### config.mk
export PLATFORM = sky130hd
export DESIGN_NAME = bracket_balance_checker_core
export DESIGN_NICKNAME = d
export VERILOG_FILES = /design/src/rtl/bbc_pkg.sv /design/src/rtl/bracket_balance_checker_core.sv
export SDC_FILE = /design/constraint.sdc
export NUM_CORES = 1
export LEC_CHECK = 0
export ABC_AREA = 0
export ABC_CLOCK_PERIOD_IN_PS = 4600
export BUFFER_PORTS_ARGS = -buffer_cell sky130_fd_sc_hd__buf_4
export CORE_ASPECT_RATIO = 0.7
export CORE_UTILIZATION = 30
export DETAILED_ROUTE_END_ITERATION = 7
export GPL_TIMING_DRIVEN = 0
export HOLD_SLACK_MARGIN = 0.12
export PLACE_DENSITY_LB_ADDON = 0.12
export REMOVE_ABC_BUFFERS = 1
export SETUP_SLACK_MARGIN = 0.1
export SLEW_MARGIN = 20
export SYNTH_ARGS = -nofsm -noshare
export SYNTH_HDL_FRONTEND = slang
export SYNTH_SLANG_ARGS = --single-unit
### constraint.sdc
create_clock -name clk_i -period 4.6 [get_ports clk_i]
set_input_delay 0.23 -clock clk_i [delete_from_list [all_inputs] [get_ports clk_i]]
set_output_delay 0.23 -clock clk_i [all_outputs]
set_load 0.01 [all_outputs]
### src/rtl/bbc_pkg.sv
// Shared constants for the bracket balance checker: status codes,
// character codes, register indexes and default sizes. No dependencies.
`timescale 1ns / 1ps
`default_nettype none

package bbc_pkg;

  localparam int unsigned STACK_DEPTH = 128;
  localparam int unsigned LINE_WIDTH  = 16;

  localparam int unsigned CHAR_W  = 8;
  localparam int unsigned STAT_W  = 3;
  localparam int unsigned LINE_W  = 16;
  localparam int unsigned DEPTH_W = 8;
  localparam int unsigned MASK_W  = 3;
  localparam int unsigned KIND_W  = 2;
  localparam int unsigned CFG_IDX_W  = 2;
  localparam int unsigned CFG_DATA_W = 3;

  typedef enum logic [STAT_W-1:0] {
    ST_RUN      = 3'd0,
    ST_OK       = 3'd1,
    ST_NO_OPEN  = 3'd2,
    ST_MISMATCH = 3'd3,
    ST_NO_CLOSE = 3'd4,
    ST_OVERFLOW = 3'd5
  } status_e;

  typedef enum logic [CFG_IDX_W-1:0] {
    CFG_OPEN_MASK  = 2'd0,
    CFG_CLOSE_MASK = 2'd1,
    CFG_QUOTE_MODE = 2'd2
  } cfg_idx_e;

  localparam logic [KIND_W-1:0] KIND_ROUND  = 2'd0;
  localparam logic [KIND_W-1:0] KIND_SQUARE = 2'd1;
  localparam logic [KIND_W-1:0] KIND_CURLY  = 2'd2;

  localparam logic [CHAR_W-1:0] CH_LPAREN  = 8'h28;
  localparam logic [CHAR_W-1:0] CH_RPAREN  = 8'h29;
  localparam logic [CHAR_W-1:0] CH_LSQUARE = 8'h5B;
  localparam logic [CHAR_W-1:0] CH_RSQUARE = 8'h5D;
  localparam logic [CHAR_W-1:0] CH_LCURLY  = 8'h7B;
  localparam logic [CHAR_W-1:0] CH_RCURLY  = 8'h7D;
  localparam logic [CHAR_W-1:0] CH_QUOTE   = 8'h22;
  localparam logic [CHAR_W-1:0] CH_NEWLINE = 8'h0A;

endpackage

`default_nettype wire

### src/rtl/bracket_balance_checker_core.sv
// Bracket balance checker top level: kind stack in a synchronous memory,
// top of stack in a register. Depends on bbc_pkg.
// Result valid in the cycle after accept. Throughput: one request per cycle
// unless the output stalls, set by the stack read port (entry below the top
// is prefetched every cycle, so pops and pushes can follow back to back).
// Reset (async, active low) clears pointer, parity, error and output valid,
// sets line count to 1 and config to defaults; stack memory is not cleared.
`timescale 1ns / 1ps
`default_nettype none

module bracket_balance_checker_core #(
  parameter int unsigned STACK_DEPTH = bbc_pkg::STACK_DEPTH,
  parameter int unsigned LINE_WIDTH  = bbc_pkg::LINE_WIDTH
) (
  input  wire logic                            clk_i,
  input  wire logic                            rst_ni,
  input  wire logic                            cfg_we_i,
  input  wire logic [bbc_pkg::CFG_IDX_W-1:0]   cfg_index_i,
  input  wire logic [bbc_pkg::CFG_DATA_W-1:0]  cfg_wdata_i,
  input  wire logic                            in_valid_i,
  output logic                                 in_stall_o,
  input  wire logic [bbc_pkg::CHAR_W-1:0]      char_code_i,
  input  wire logic                            end_of_text_i,
  output logic                                 out_valid_o,
  input  wire logic                            out_stall_i,
  output logic [bbc_pkg::STAT_W-1:0]           status_o,
  output logic [bbc_pkg::LINE_W-1:0]           line_number_o,
  output logic [bbc_pkg::DEPTH_W-1:0]          nesting_depth_o
);

  localparam int unsigned AW  = (STACK_DEPTH > 1) ? $clog2(STACK_DEPTH) : 1;
  localparam int unsigned SPW = $clog2(STACK_DEPTH + 1);
  localparam int unsigned KW  = bbc_pkg::KIND_W;

  // configuration
  logic [bbc_pkg::MASK_W-1:0] open_mask_q, close_mask_q;
  logic                       quote_mode_q;

  // control state
  logic [SPW-1:0]        sp_q, sp_d;
  logic                  parity_q, parity_d;
  logic [LINE_WIDTH-1:0] line_q, line_d;
  bbc_pkg::status_e      err_q, err_d;
  logic [KW-1:0]         tos_q, tos_d;

  // stack memory
  logic [KW-1:0] stack_mem [STACK_DEPTH];
  logic [KW-1:0] below_q;
  logic          push_we;
  logic [AW-1:0] wr_addr, rd_addr;
  logic [SPW-1:0] sp_m2;

  // output register
  logic                        out_valid_q;
  logic [bbc_pkg::STAT_W-1:0]  out_status_q, out_status_d;
  logic [bbc_pkg::LINE_W-1:0]  out_line_q, out_line_d;
  logic [bbc_pkg::DEPTH_W-1:0] out_depth_q, out_depth_d;

  logic          accept;
  logic          is_open, is_close, skip;
  logic [KW-1:0] open_k, close_k;

  assign in_stall_o = out_valid_q & out_stall_i;
  assign accept     = in_valid_i & ~in_stall_o;

  always_comb begin
    is_open  = 1'b0;
    is_close = 1'b0;
    open_k   = bbc_pkg::KIND_ROUND;
    close_k  = bbc_pkg::KIND_ROUND;
    case (char_code_i)
      bbc_pkg::CH_LPAREN: begin
        is_open = open_mask_q[0];
        open_k  = bbc_pkg::KIND_ROUND;
      end
      bbc_pkg::CH_LSQUARE: begin
        is_open = open_mask_q[1];
        open_k  = bbc_pkg::KIND_SQUARE;
      end
      bbc_pkg::CH_LCURLY: begin
        is_open = open_mask_q[2];
        open_k  = bbc_pkg::KIND_CURLY;
      end
      bbc_pkg::CH_RPAREN: begin
        is_close = close_mask_q[0];
        close_k  = bbc_pkg::KIND_ROUND;
      end
      bbc_pkg::CH_RSQUARE: begin
        is_close = close_mask_q[1];
        close_k  = bbc_pkg::KIND_SQUARE;
      end
      bbc_pkg::CH_RCURLY: begin
        is_close = close_mask_q[2];
        close_k  = bbc_pkg::KIND_CURLY;
      end
      default: begin
        is_open  = 1'b0;
        is_close = 1'b0;
      end
    endcase
  end

  always_comb begin
    sp_d         = sp_q;
    parity_d     = parity_q;
    line_d       = line_q;
    err_d        = err_q;
    tos_d        = tos_q;
    push_we      = 1'b0;
    skip         = 1'b0;
    out_status_d = out_status_q;
    out_line_d   = out_line_q;
    out_depth_d  = out_depth_q;

    if (accept) begin
      if (end_of_text_i) begin
        if (err_q != bbc_pkg::ST_RUN) begin
          out_status_d = err_q;
        end else if (sp_q == '0) begin
          out_status_d = bbc_pkg::ST_OK;
        end else begin
          out_status_d = bbc_pkg::ST_NO_CLOSE;
        end
        out_line_d  = bbc_pkg::LINE_W'(line_q);
        out_depth_d = bbc_pkg::DEPTH_W'(sp_q);
        sp_d     = '0;
        parity_d = 1'b0;
        line_d   = LINE_WIDTH'(1);
        err_d    = bbc_pkg::ST_RUN;
      end else begin
        if (err_q == bbc_pkg::ST_RUN) begin
          if (char_code_i == bbc_pkg::CH_QUOTE) begin
            parity_d = ~parity_q;
          end
          if (char_code_i == bbc_pkg::CH_NEWLINE && line_q != '1) begin
            line_d = line_q + LINE_WIDTH'(1);
          end
          skip = quote_mode_q & parity_d;
          if (!skip) begin
            if (is_open) begin
              if (sp_q >= SPW'(STACK_DEPTH)) begin
                err_d = bbc_pkg::ST_OVERFLOW;
              end else begin
                push_we = 1'b1;
                tos_d   = open_k;
                sp_d    = sp_q + SPW'(1);
              end
            end else if (is_close) begin
              if (sp_q == '0) begin
                err_d = bbc_pkg::ST_NO_OPEN;
              end else if (tos_q == close_k) begin
                tos_d = below_q;
                sp_d  = sp_q - SPW'(1);
              end else begin
                err_d = bbc_pkg::ST_MISMATCH;
              end
            end
          end
        end
        out_status_d = err_d;
        out_line_d   = bbc_pkg::LINE_W'(line_d);
        out_depth_d  = bbc_pkg::DEPTH_W'(sp_d);
      end
    end
  end

  // write at the old pointer on push; prefetch the entry below the new top
  assign sp_m2   = sp_d - SPW'(2);
  assign wr_addr = sp_q[AW-1:0];
  assign rd_addr = sp_m2[AW-1:0];

  always_ff @(posedge clk_i) begin
    if (push_we) begin
      stack_mem[wr_addr] <= open_k;
    end
    below_q <= stack_mem[rd_addr];
  end

  always_ff @(posedge clk_i or negedge rst_ni) begin
    if (!rst_ni) begin
      open_mask_q  <= '1;
      close_mask_q <= '1;
      quote_mode_q <= 1'b0;
    end else if (cfg_we_i) begin
      case (cfg_index_i)
        bbc_pkg::CFG_OPEN_MASK:  open_mask_q  <= cfg_wdata_i;
        bbc_pkg::CFG_CLOSE_MASK: close_mask_q <= cfg_wdata_i;
        bbc_pkg::CFG_QUOTE_MODE: quote_mode_q <= cfg_wdata_i[0];
        default: ;
      endcase
    end
  end

  always_ff @(posedge clk_i or negedge rst_ni) begin
    if (!rst_ni) begin
      sp_q        <= '0;
      parity_q    <= 1'b0;
      line_q      <= LINE_WIDTH'(1);
      err_q       <= bbc_pkg::ST_RUN;
      out_valid_q <= 1'b0;
    end else begin
      sp_q     <= sp_d;
      parity_q <= parity_d;
      line_q   <= line_d;
      err_q    <= err_d;
      if (accept) begin
        out_valid_q <= 1'b1;
      end else if (!out_stall_i) begin
        out_valid_q <= 1'b0;
      end
    end
  end

  always_ff @(posedge clk_i) begin
    tos_q        <= tos_d;
    out_status_q <= out_status_d;
    out_line_q   <= out_line_d;
    out_depth_q  <= out_depth_d;
  end

  assign out_valid_o     = out_valid_q;
  assign status_o        = out_status_q;
  assign line_number_o   = out_line_q;
  assign nesting_depth_o = out_depth_q;

endmodule

`default_nettype wire

* Yosys cells after proc, flatten, opt, wreduce, memory -nomap -nowiden *
Memories as Yosys holds them, arrays and structs flattened. A register that Yosys moved wholly into a read port is not among the register bits.
Index checks and enable logic that the tools add are counted.
W data, S select, Z words.

operators by class
  eq/ne operators = 15
  $add $sub $neg = 4
  reduce and logical (&&, ||, !) cells = 13
  order comparisons = 1
  bitwise gates (word level) = 7
  multiplexer cells = 50

operator list
  operator                 number
  $mux W8                  10
  $mux W16                 4
  $mux W3                  11
  $eq A8 B7 Y1 const B     4
  $eq A8 B6 Y1 const B     3
  $add A16 B1 Y16 const B  1
  $mux W1                  16
  $ne A16 B16 Y1 const B   1
  $mux W2                  5
  $add A8 B1 Y8 const B    1
  $eq A8 B4 Y1 const B     1
  $ge A8 B8 Y1 const B     1
  $logic_not A8 Y1         1
  $pmux W2 S2              2
  $reduce_and A2 Y1        4
  $reduce_and A8 Y1        1
  $sub A8 B1 Y8 const B    1
  $sub A7 B2 Y7 const B    1
  $pmux W1 S3              2
  $reduce_bool A2 Y1       3
  $ne A2 B2 Y1 const B     2
  $not A1 Y1               4
  $and A1 B1 Y1            3
  $logic_not A3 Y1         1
  other kinds (7)          7

storage, ports and cells
  logic and storage cells = 103
  memories kept = 1
  bits in writable memories = 256
  output and inout port bits = 29
  input bits = 19
  flip-flop bits (word level) = 65

memories
  memory     words  width  rd ports  clocked after Yosys merged registers in  write ports  RTL line                            text
  stack_mem  128    2      1         1                                        1            bracket_balance_checker_core.sv:47  logic [KW-1:0] stack_mem [STACK_DEPTH];

* Longest topological paths before layout *
Gate-level depths: netlist (run 1).

  word-level depth = 12
  gate-level depth with buffers = 24
  mapped depth without buffers = 18

* Worst setup path before layout (run 1) *
No wires, ideal clock.

  path kind = in2reg
  start point = input char_code_i[7] in the netlist's numbering
  end point = memory stack_mem[0][0] in the netlist's numbering (data pin)
  cell stages on the path = 3
  setup slack = -2015 ps
  data required time = 3445 ps
  buffers on the path = 1
  setup time = 1155 ps
  data arrival time = 5461 ps
  cells stage by stage = nand4b_1 > buf_2 > nor3_1

between the ends
  word-level cells in the longest chain between the ends = 2
  elaborated cells on any way between the ends = 3
  those cells by class = 2 x eq/ne; 1 x mux

ends and longest elaborated chain
  what             RTL line                            text
  start, declared  bracket_balance_checker_core.sv:22  input wire logic [bbc_pkg::CHAR_W-1:0] char_code_i,
  $eq A8 B7 Y1     bracket_balance_checker_core.sv:71  case (char_code_i)
  $pmux W2 S2 *    bracket_balance_checker_core.sv:71
  net open_k[0]    bracket_balance_checker_core.sv:61  logic [KW-1:0] open_k, close_k;
  end, declared    bracket_balance_checker_core.sv:47

The timed path passes the listed nets; every way through them passes the cells marked *.

* Final worst setup path (run 1) *
  start point = register sp_q[4]
  end point = register below_q[0] (read register of stack_mem)

between the ends
  word-level cells in the longest chain between the ends = 10
  elaborated cells on any way between the ends = 14
  those cells by class = 3 x add/sub; 1 x order compare; 9 x mux; 1 x reduce/logical

ends and longest elaborated chain
  what                    RTL line                             text
  start, declared         bracket_balance_checker_core.sv:40   logic [SPW-1:0] sp_q, sp_d;
  start signal, assigned  bracket_balance_checker_core.sv:202  sp_q <= sp_d;
  $sub A8 B1 Y8           bracket_balance_checker_core.sv:153  sp_d = sp_q - SPW'(1);
  $mux W8                 bracket_balance_checker_core.sv:151  end else if (tos_q == close_k) begin
  $mux W8                 bracket_balance_checker_core.sv:149  if (sp_q == '0) begin
  $mux W8                 bracket_balance_checker_core.sv:148  end else if (is_close) begin
  $mux W8                 bracket_balance_checker_core.sv:140  if (is_open) begin
  $mux W8                 bracket_balance_checker_core.sv:139  if (!skip) begin
  $mux W8                 bracket_balance_checker_core.sv:131  if (err_q == bbc_pkg::ST_RUN) begin
  $mux W8                 bracket_balance_checker_core.sv:116  if (end_of_text_i) begin
  $mux W8 *               bracket_balance_checker_core.sv:115  if (accept) begin
  $sub A7 B2 Y7 *         bracket_balance_checker_core.sv:168  assign sp_m2 = sp_d - SPW'(2);
  end, declared           bracket_balance_checker_core.sv:48   logic [KW-1:0] below_q;

Every way passes the cells marked *; elsewhere a longest branch is shown, timed or not.
A chain may end at the register's enable or synchronous reset.

==> results.tsv, run 1 <==
stage	metric	value	unit
clock_tree	cts_buffers	35	
setup_path	crit_start	sp_q[4]	
floorplanning	rows	68	
grt	grt_max_degree	62	
detailed_routing	drt_iter0_drc	1000	
logic_synthesis	synth.most_common_cell	edfxtp_1	
sta	slew_headroom	22.2	%
sta	final.setup_skew	15.1	ps
sta	hold_viol	0	
floorplanning	ioPinCount	48	
logic_synthesis	synthArstFlopShare	11.1	%
detailed_routing	drc	0	
setup_path	cp-end-kind	flip-flop	
setup_path	worstPathMaxFanout	9	
setup_path	cp.required	5020	ps
power_and_ir_drop	seqPwrFrac	39.0	%
clock_tree	htreeDepth	2	
sta	finalCritPeriodShare	96.4	%
final_layout	final_util	37.5	%
setup_path	cp_data_arrival_time	4850	ps
power_and_ir_drop	p_int	0.00580	W
clock_tree	tritoncts	done	
grt	gr-total-overflow	0	
final_layout	area_growth	23.6	%
logic_synthesis	synth.area.top_cells	edfxtp_1 57%, dfrtp_1 4.9%, nor2_1 4.5%	
floorplanning	dieArea	50800	µm²
logic_synthesis	ys_ff_latch	323	
final_layout	nNetsFinal	1374	
run	drv_cap	0	
sta	holdWs	135	ps
logic_synthesis	seq_area_frac_synth	63.6	%
clock_tree	clk_pin_slew_worst_paths	60	ps
floorplanning	die-height	189	µm
floorplanning	core	49300	µm²
grt	grt_pass1_vias	10500	
logic_synthesis	synth_top_area_cell	edfxtp_1	
power_and_ir_drop	ir_drop	0.250	mV
hold_path	hold_depth	2	
placement	gp_congestion	0.825	
status	status	finished, final reports clean	
final_layout	n_antenna_cell	0	
logic_synthesis	ys_types	78	
setup_path	cpPeakStageDelay	660	ps
setup_path	path_class	reg2reg	
sta	rsz0062_at_grt	true	
setup_path	path_cells	or4_4 -> buf_4 -> nor3_4 -> o41ai_4 -> a22oi_4 -> buf_12 -> nand2_8 -> buf_4 -> or4_1 -> nor2_4 -> xnor2_4 -> nand2_1 -> or4_4 -> nand4_1	
logic_synthesis	synth_top_cells_by_count	285 x edfxtp_1, 181 x nor2_1, 172 x nand2_1	
setup_path	path_buf_inv	3	
grt	grt_usage	18.7	%
floorplanning	die_x	269	µm
power_and_ir_drop	switching_share	31.4	%
detailed_routing	routed_wl	47500	µm
setup_path	worst-r2r-cell-count	14	
sta	fin_crit	4430	ps
clock_tree	cts-root-buf	clkbuf_16	
logic_synthesis	synth_edf_count	285	
grt	antenna_found_initial	2	
clock_tree	clockBufferDepth	3	
power_and_ir_drop	leakage	6.22	nW
hold_path	holdCritPathClass	in2reg	
setup_path	worstSetupStartpointType	flip-flop	
logic_synthesis	syn_avg_cell_area	11.9	µm²
logic_synthesis	yosysTopAreaCellShare	57.2	%
power_and_ir_drop	combPwrFrac	27.8	%
sta	setup_violations	0	
placement	hpwl	27500	µm
logic_synthesis	netlist_area	15000	µm²
detailed_routing	num_vias	10800	
detailed_routing	first_pass_iters	5	
setup_path	cpLargestDelayFamily	simple AND/OR/NAND/NOR gates	
floorplanning	start_util	30.4	%
logic_synthesis	synth_flop_cell	edfxtp_1	
clock_tree	clock_sinks	323	
hold_path	min-delay-start	char_code_i[5]	
placement	io_buffers	47	
clock_tree	worstSkewPairLatency	520	ps
detailed_routing	route.detailed.wl_per_inst	23.3	µm
final_layout	drive_gt1_share	21.3	%
logic_synthesis	synthCells	1254	
setup_path	slowest_stage	or4_1	
setup_path	crit_cells	14	
power_and_ir_drop	switching_power	0.00266	W
logic_synthesis	ys_warn_count	0	
sta	worst_pin_slew	1160	ps
detailed_routing	route.antenna.remaining_nets	0	
sta	drv_slew	0	
power_and_ir_drop	power.density	457	nW/µm²
detailed_routing	vias_per_cell	5.29	
power_and_ir_drop	clkPwrFrac	33.1	%
setup_path	r2r_start	sp_q[4]	
grt	grt_pass1_wl	70400	µm
sta	clock.fmax	226	MHz
state kept, by name, summed over array words and instances, names as in the netlist:
| register | count |
|---|---|
| stack_mem | 256 |
| line_number_o | 16 |
| line_q | 16 |
| nesting_depth_o | 8 |
| sp_q | 8 |
| close_mask_q | 3 |
| err_q | 3 |
| open_mask_q | 3 |
| status_o | 3 |
| below_q | 2 |
| tos_q | 2 |
| out_valid_o | 1 |
| parity_q | 1 |
| quote_mode_q | 1 |
cell type report:
class / count / area (µm²)
sequential: 323 / 9520
inverter: 14 / 68.8
fill: 4792 / 30800
clock inverter: 12 / 110
clock buffer: 49 / 1000
timing repair buffer: 137 / 1370
tap: 665 / 832
timing repair inverter: 1 / 8.76
multi-input combinational: 839 / 5590
worst paths after layout:
| kind | to | slack (ps) |
|---|---|---|
| min | tos_q[0] | 130 |
| max reg2reg | below_q[0] | 170 |
| max in group asynchronous | sp_q[3] | 3920 |
| max | below_q[0] | 170 |
| min reg2reg | tos_q[1] | 550 |
| min in group asynchronous | quote_mode_q | 240 |
stage by stage:
step                instance area [µm²]  setup TNS, ps  power (W)  setup slack [ps]  cells
floorplan                         14600        -275620    0.00427             -4570   1172
global placement                  15700       -1353010    0.00497            -12310   1884
global route                      18500              0    0.00875              90.4   2040
detailed placement                16100          -5880    0.00496             -2970   1905
finish                            18500              0    0.00846               167   2040
CTS                               18300              0    0.00838              90.7   2023
cells by family after synthesis:
family / after synthesis / share of synthesized area (%)
buffers and inverters: 96 / 3.04
AO/OA/AOI/OAI: 230 / 11.2
adder cells (fa/ha/maj): 4 / 0.335
multiplexers: 84 / 5.84
AND/OR/NAND/NOR: 498 / 14.8
XOR/XNOR: 19 / 1.16
flip-flops: 323 / 63.6
cells in the final DEF (no fill, tap or decap), types with 10 or more instances in the layout:
cell / instances
buf_4: 102
a211oi_1: 20
edfxtp_1: 285
and3_1: 10
nand3_1: 33
nand2_1: 165
a21oi_1: 47
a221oi_1: 16
a311oi_1: 11
mux2_2: 16
nand4_1: 11
mux2i_1: 67
xor2_1: 11
inv_1: 11
nor3_1: 20
clkbuf_16: 38
a21boi_0: 13
dfrtp_1: 21
a32oi_1: 10
nor2_1: 177
dlygate4sd3_1: 10
o21ai_0: 26
repair_timing:
| action | 4_1_cts | 5_1_grt |
|---|---|---|
| buffers inserted | 39 | 17 |
| hold buffers | 10 | 0 |
| gates resized for setup | 82 | 15 |
| endpoints found under the setup margin | 2 | 2 |
| gates cloned | 8 | 1 |
| pin swaps | 26 | 19 |
| hold endpoints to repair | 44 | 0 |
routing by layer:
| metal | wire length (µm) | vias to the layer above | global-route usage [%] |
|---|---|---|---|
| li1 | - | 4915 | - |
| met4 | 767 | 2 | 3.80 |
| met1 | 24400 | 5519 | 29.8 |
| met3 | 3150 | 49 | 4.34 |
| met2 | 19200 | 297 | 25.3 |
| met5 | 8 | - | 0 |
power groups by stage:
stage | sequential [W] | clock (W) | combinational (W)
after floorplan | 0.00336 | 0 | 0.000902
after global placement | 0.00338 | 0 | 0.00159
after detailed placement | 0.00338 | 0 | 0.00158
after CTS | 0.00330 | 0.00287 | 0.00221
after global routing | 0.00331 | 0.00298 | 0.00246
final | 0.00330 | 0.00280 | 0.00235
Power figures use the tool's default switching activity.
==> run 2: changes to the inputs <==
Settings changed: CORE_MARGIN from default to 1.5, CTS_BUF_LIST from default to sky130_fd_sc_hd__clkbuf_16.
==> run 2 against run 1 <==
Net effect:
- clock skew rose by 4.7 ps
- non-clock buffer count fell by 6
- power rose by 1.4%
- highest routed layer is now met4
- final cell count fell by 0.25%
==> results.tsv, run 2 (synthesis gave the netlist of run 1 again) <==
stage	metric	value	unit	change
placement	gp_congestion	0.822		was 0.825
sta	final.setup_skew	19.8	ps	was 15.1 ps
final_layout	drive_gt1_share	21.0	%	was 21.3%
setup_path	path_cells	or4_4 -> or3_4 -> a21boi_4 -> a22oi_4 -> buf_12 -> nand2_8 -> buf_16 -> inv_16 -> ha_4 -> and3_4 -> a211oi_4 -> buf_6 -> nor2_4 -> xnor2_4 -> buf_6 -> a311oi_2 -> a311oi_2 -> or4_4 -> nand4_1		was or4_4 -> buf_4 -> nor3_4 -> o41ai_4 -> a22oi_4 -> buf_12 -> nand2_8 -> buf_4 -> or4_1 -> nor2_4 -> xnor2_4 -> nand2_1 -> or4_4 -> nand4_1
detailed_routing	drt-met1-wl	23700	µm	was 24400 µm
sta	setup_violations	0		unchanged
setup_path	cpLargestDelayFamily	simple AND/OR/NAND/NOR gates		unchanged
floorplanning	die_x	270	µm	was 269 µm
floorplanning	die-height	190	µm	was 189 µm
setup_path	cp_data_arrival_time	4940	ps	was 4850 ps
placement	io_buffers	47		unchanged
floorplanning	ioPinCount	48		unchanged
grt	gr-total-overflow	0		unchanged
grt	grt_pass1_wl	69500	µm	was 70400 µm
setup_path	ff2ff_setup_slack	90	ps	was 170 ps
setup_path	cp-end-kind	flip-flop		unchanged
final_layout	top_register	stack_mem		unchanged
final_layout	area_growth	24.2	%	was 23.6%
final_layout	most-common-layout-cells	285 x edfxtp_1, 177 x nor2_1, 163 x nand2_1		was 285 x edfxtp_1, 177 x nor2_1, 165 x nand2_1
setup_path	slowest_stage	or4_4		was or4_1
floorplanning	core	49300	µm²	unchanged
clock_tree	worstSkewPairLatency	530	ps	was 520 ps
setup_path	cp.required	5030	ps	was 5020 ps
clock_tree	cts-root-buf	clkbuf_16		unchanged
setup_path	cpPeakStageDelay	590	ps	was 660 ps
clock_tree	htreeDepth	2		unchanged
power_and_ir_drop	leakage	6.27	nW	was 6.22 nW
final_layout	fin_area	18600	µm²	was 18500 µm²
hold_path	holdCritPathClass	in2reg		unchanged
power_and_ir_drop	p_total	0.00858	W	was 0.00846 W
detailed_routing	routed_wl	47100	µm	was 47500 µm
sta	finalCritPeriodShare	98.1	%	was 96.4%
sta	worst_pin_slew	1090	ps	was 1160 ps
setup_path	worstSetupStartpointType	flip-flop		unchanged
detailed_routing	route.detailed.wl_per_inst	23.2	µm	was 23.3 µm
placement	placed_cell_area	16100	µm²	about the same
sta	tns	0	ps	unchanged
floorplanning	dieArea	51200	µm²	was 50800 µm²
sta	slew_headroom	26.8	%	was 22.2%
detailed_routing	route.antenna.remaining_nets	0		unchanged
setup_path	path_buf_inv	5		was 3
grt	antenna_found_initial	1		was 2
run	drv_cap	0		unchanged
sta	rsz0062_at_grt	true		unchanged
detailed_routing	num_vias	10700		was 10800
status	status	finished, final reports clean		unchanged
detailed_routing	wl_met2	19400	µm	was 19200 µm
detailed_routing	drt_iter0_drc	949		was 1000
floorplanning	rows	68		unchanged
final_layout	nNetsFinal	1366		was 1374
clock_tree	clockBufferDepth	3		unchanged
power_and_ir_drop	ir_drop	0.242	mV	was 0.250 mV
setup_path	worstPathMaxFanout	5		was 9
sta	holdWs	149	ps	was 135 ps
grt	grt_usage	18.2	%	was 18.7%
floorplanning	start_util	30.4	%	unchanged
placement	hpwl	27400	µm	was 27500 µm
clock_tree	tritoncts	done		unchanged
clock_tree	cts_buffers	35		unchanged
clock_tree	clk_pin_slew_worst_paths	60	ps	about the same
clock_tree	clock_sinks	323		unchanged
sta	drv_slew	0		unchanged
detailed_routing	vias_per_cell	5.24		was 5.29
detailed_routing	top_layer	met4		was met5
detailed_routing	wl_met3	3230	µm	was 3150 µm
power_and_ir_drop	power.density	462	nW/µm²	was 457 nW/µm²
detailed_routing	drc	0		unchanged
sta	fin_crit	4510	ps	was 4430 ps
grt	grt_max_degree	63		was 62
setup_path	path_class	reg2reg		unchanged
sta	hold_viol	0		unchanged
detailed_routing	first_pass_iters	5		unchanged
final_layout	final_common_cell	edfxtp_1		unchanged
sta	clock.fmax	222	MHz	was 226 MHz
final_layout	largest_reg_flops	256		unchanged
grt	grt_pass1_vias	10400		was 10500
## run 2: cell count changes in the layout (fill, tap and decap cells not counted), sizes merged, moves of 3 or more
cell | before | now
clkbuf | 50 | 38
inv | 16 | 27
clkinv | 9 | 6
bufinv | 2 | 6
buf | 123 | 114
## run 2: final cells by class
type | count | area, µm²
well taps | 665 | 832
clock buffers | 37 | 926
diodes | 1 | 2.50
inverters | 14 | 75.1
repair inverters | 1 | 8.76
multi-input cells | 837 | 5640
fillers | 4819 | 30700
repair buffers | 131 | 1320
clock inverters | 26 | 262
flip-flops and latches | 323 | 9520
## run 2: metal layers
metal  up-vias  GRT usage [%]
li1       4910              -
met1      5412           28.1
met2       284           25.2
met3        58           4.42
met4         0           4.21
met5         -              0
## run 2: power by group
group	internal (W)	total [W]	switching [W]
logic	0.000904	0.00231	0.00141
clock network	0.00178	0.00296	0.00118
registers	0.00324	0.00330	0.0000655
total	0.00593	0.00858	0.00265
## run 2: timing repair
action / in CTS / in global routing
hold endpoints to repair: 45 / 0
endpoints found under the setup margin: 2 / 2
cloned: 7 / 1
pin swaps: 22 / 23
hold buffers: 12 / 0
setup buffers: 33 / 15
resized for setup: 76 / 35
## run 2: worst paths after layout
check,start,end,cells after the start
worst max register to register,sp_q[3],below_q[0],19
min in group asynchronous,rst_ni,out_valid_o,2
worst min register to register,below_q[1],tos_q[1],1
max in group asynchronous,rst_ni,sp_q[6],2
worst min-delay path,char_code_i[5],stack_mem[62][0],2
worst max-delay path,sp_q[3],below_q[0],19
## run 2: worst reg2reg max path: stages, from the launching register on
cell and delay [ps]:
dfrtp_2 410, or4_4 590, or3_4 390, a21boi_4 160, a22oi_4 70, buf_12 160
nand2_8 70, buf_16 140, inv_16 60, ha_4 190, and3_4 210, a211oi_4 240
buf_6 160, nor2_4 60, xnor2_4 210, buf_6 220, a311oi_2 280, a311oi_2 70
or4_4 540, nand4_1 200
## run 2: metrics by stage
stage          worst slack (ps)  util, %  instances
5_1_grt                   -5.47     37.7       2034
3_5_place_dp              -3140     32.7       1904
6_report                   89.5     37.7       2035
4_1_cts                    34.0     37.1       2019
2_1_floorplan             -4570        -       1172
3_3_place_gp             -11890     32.0       1884
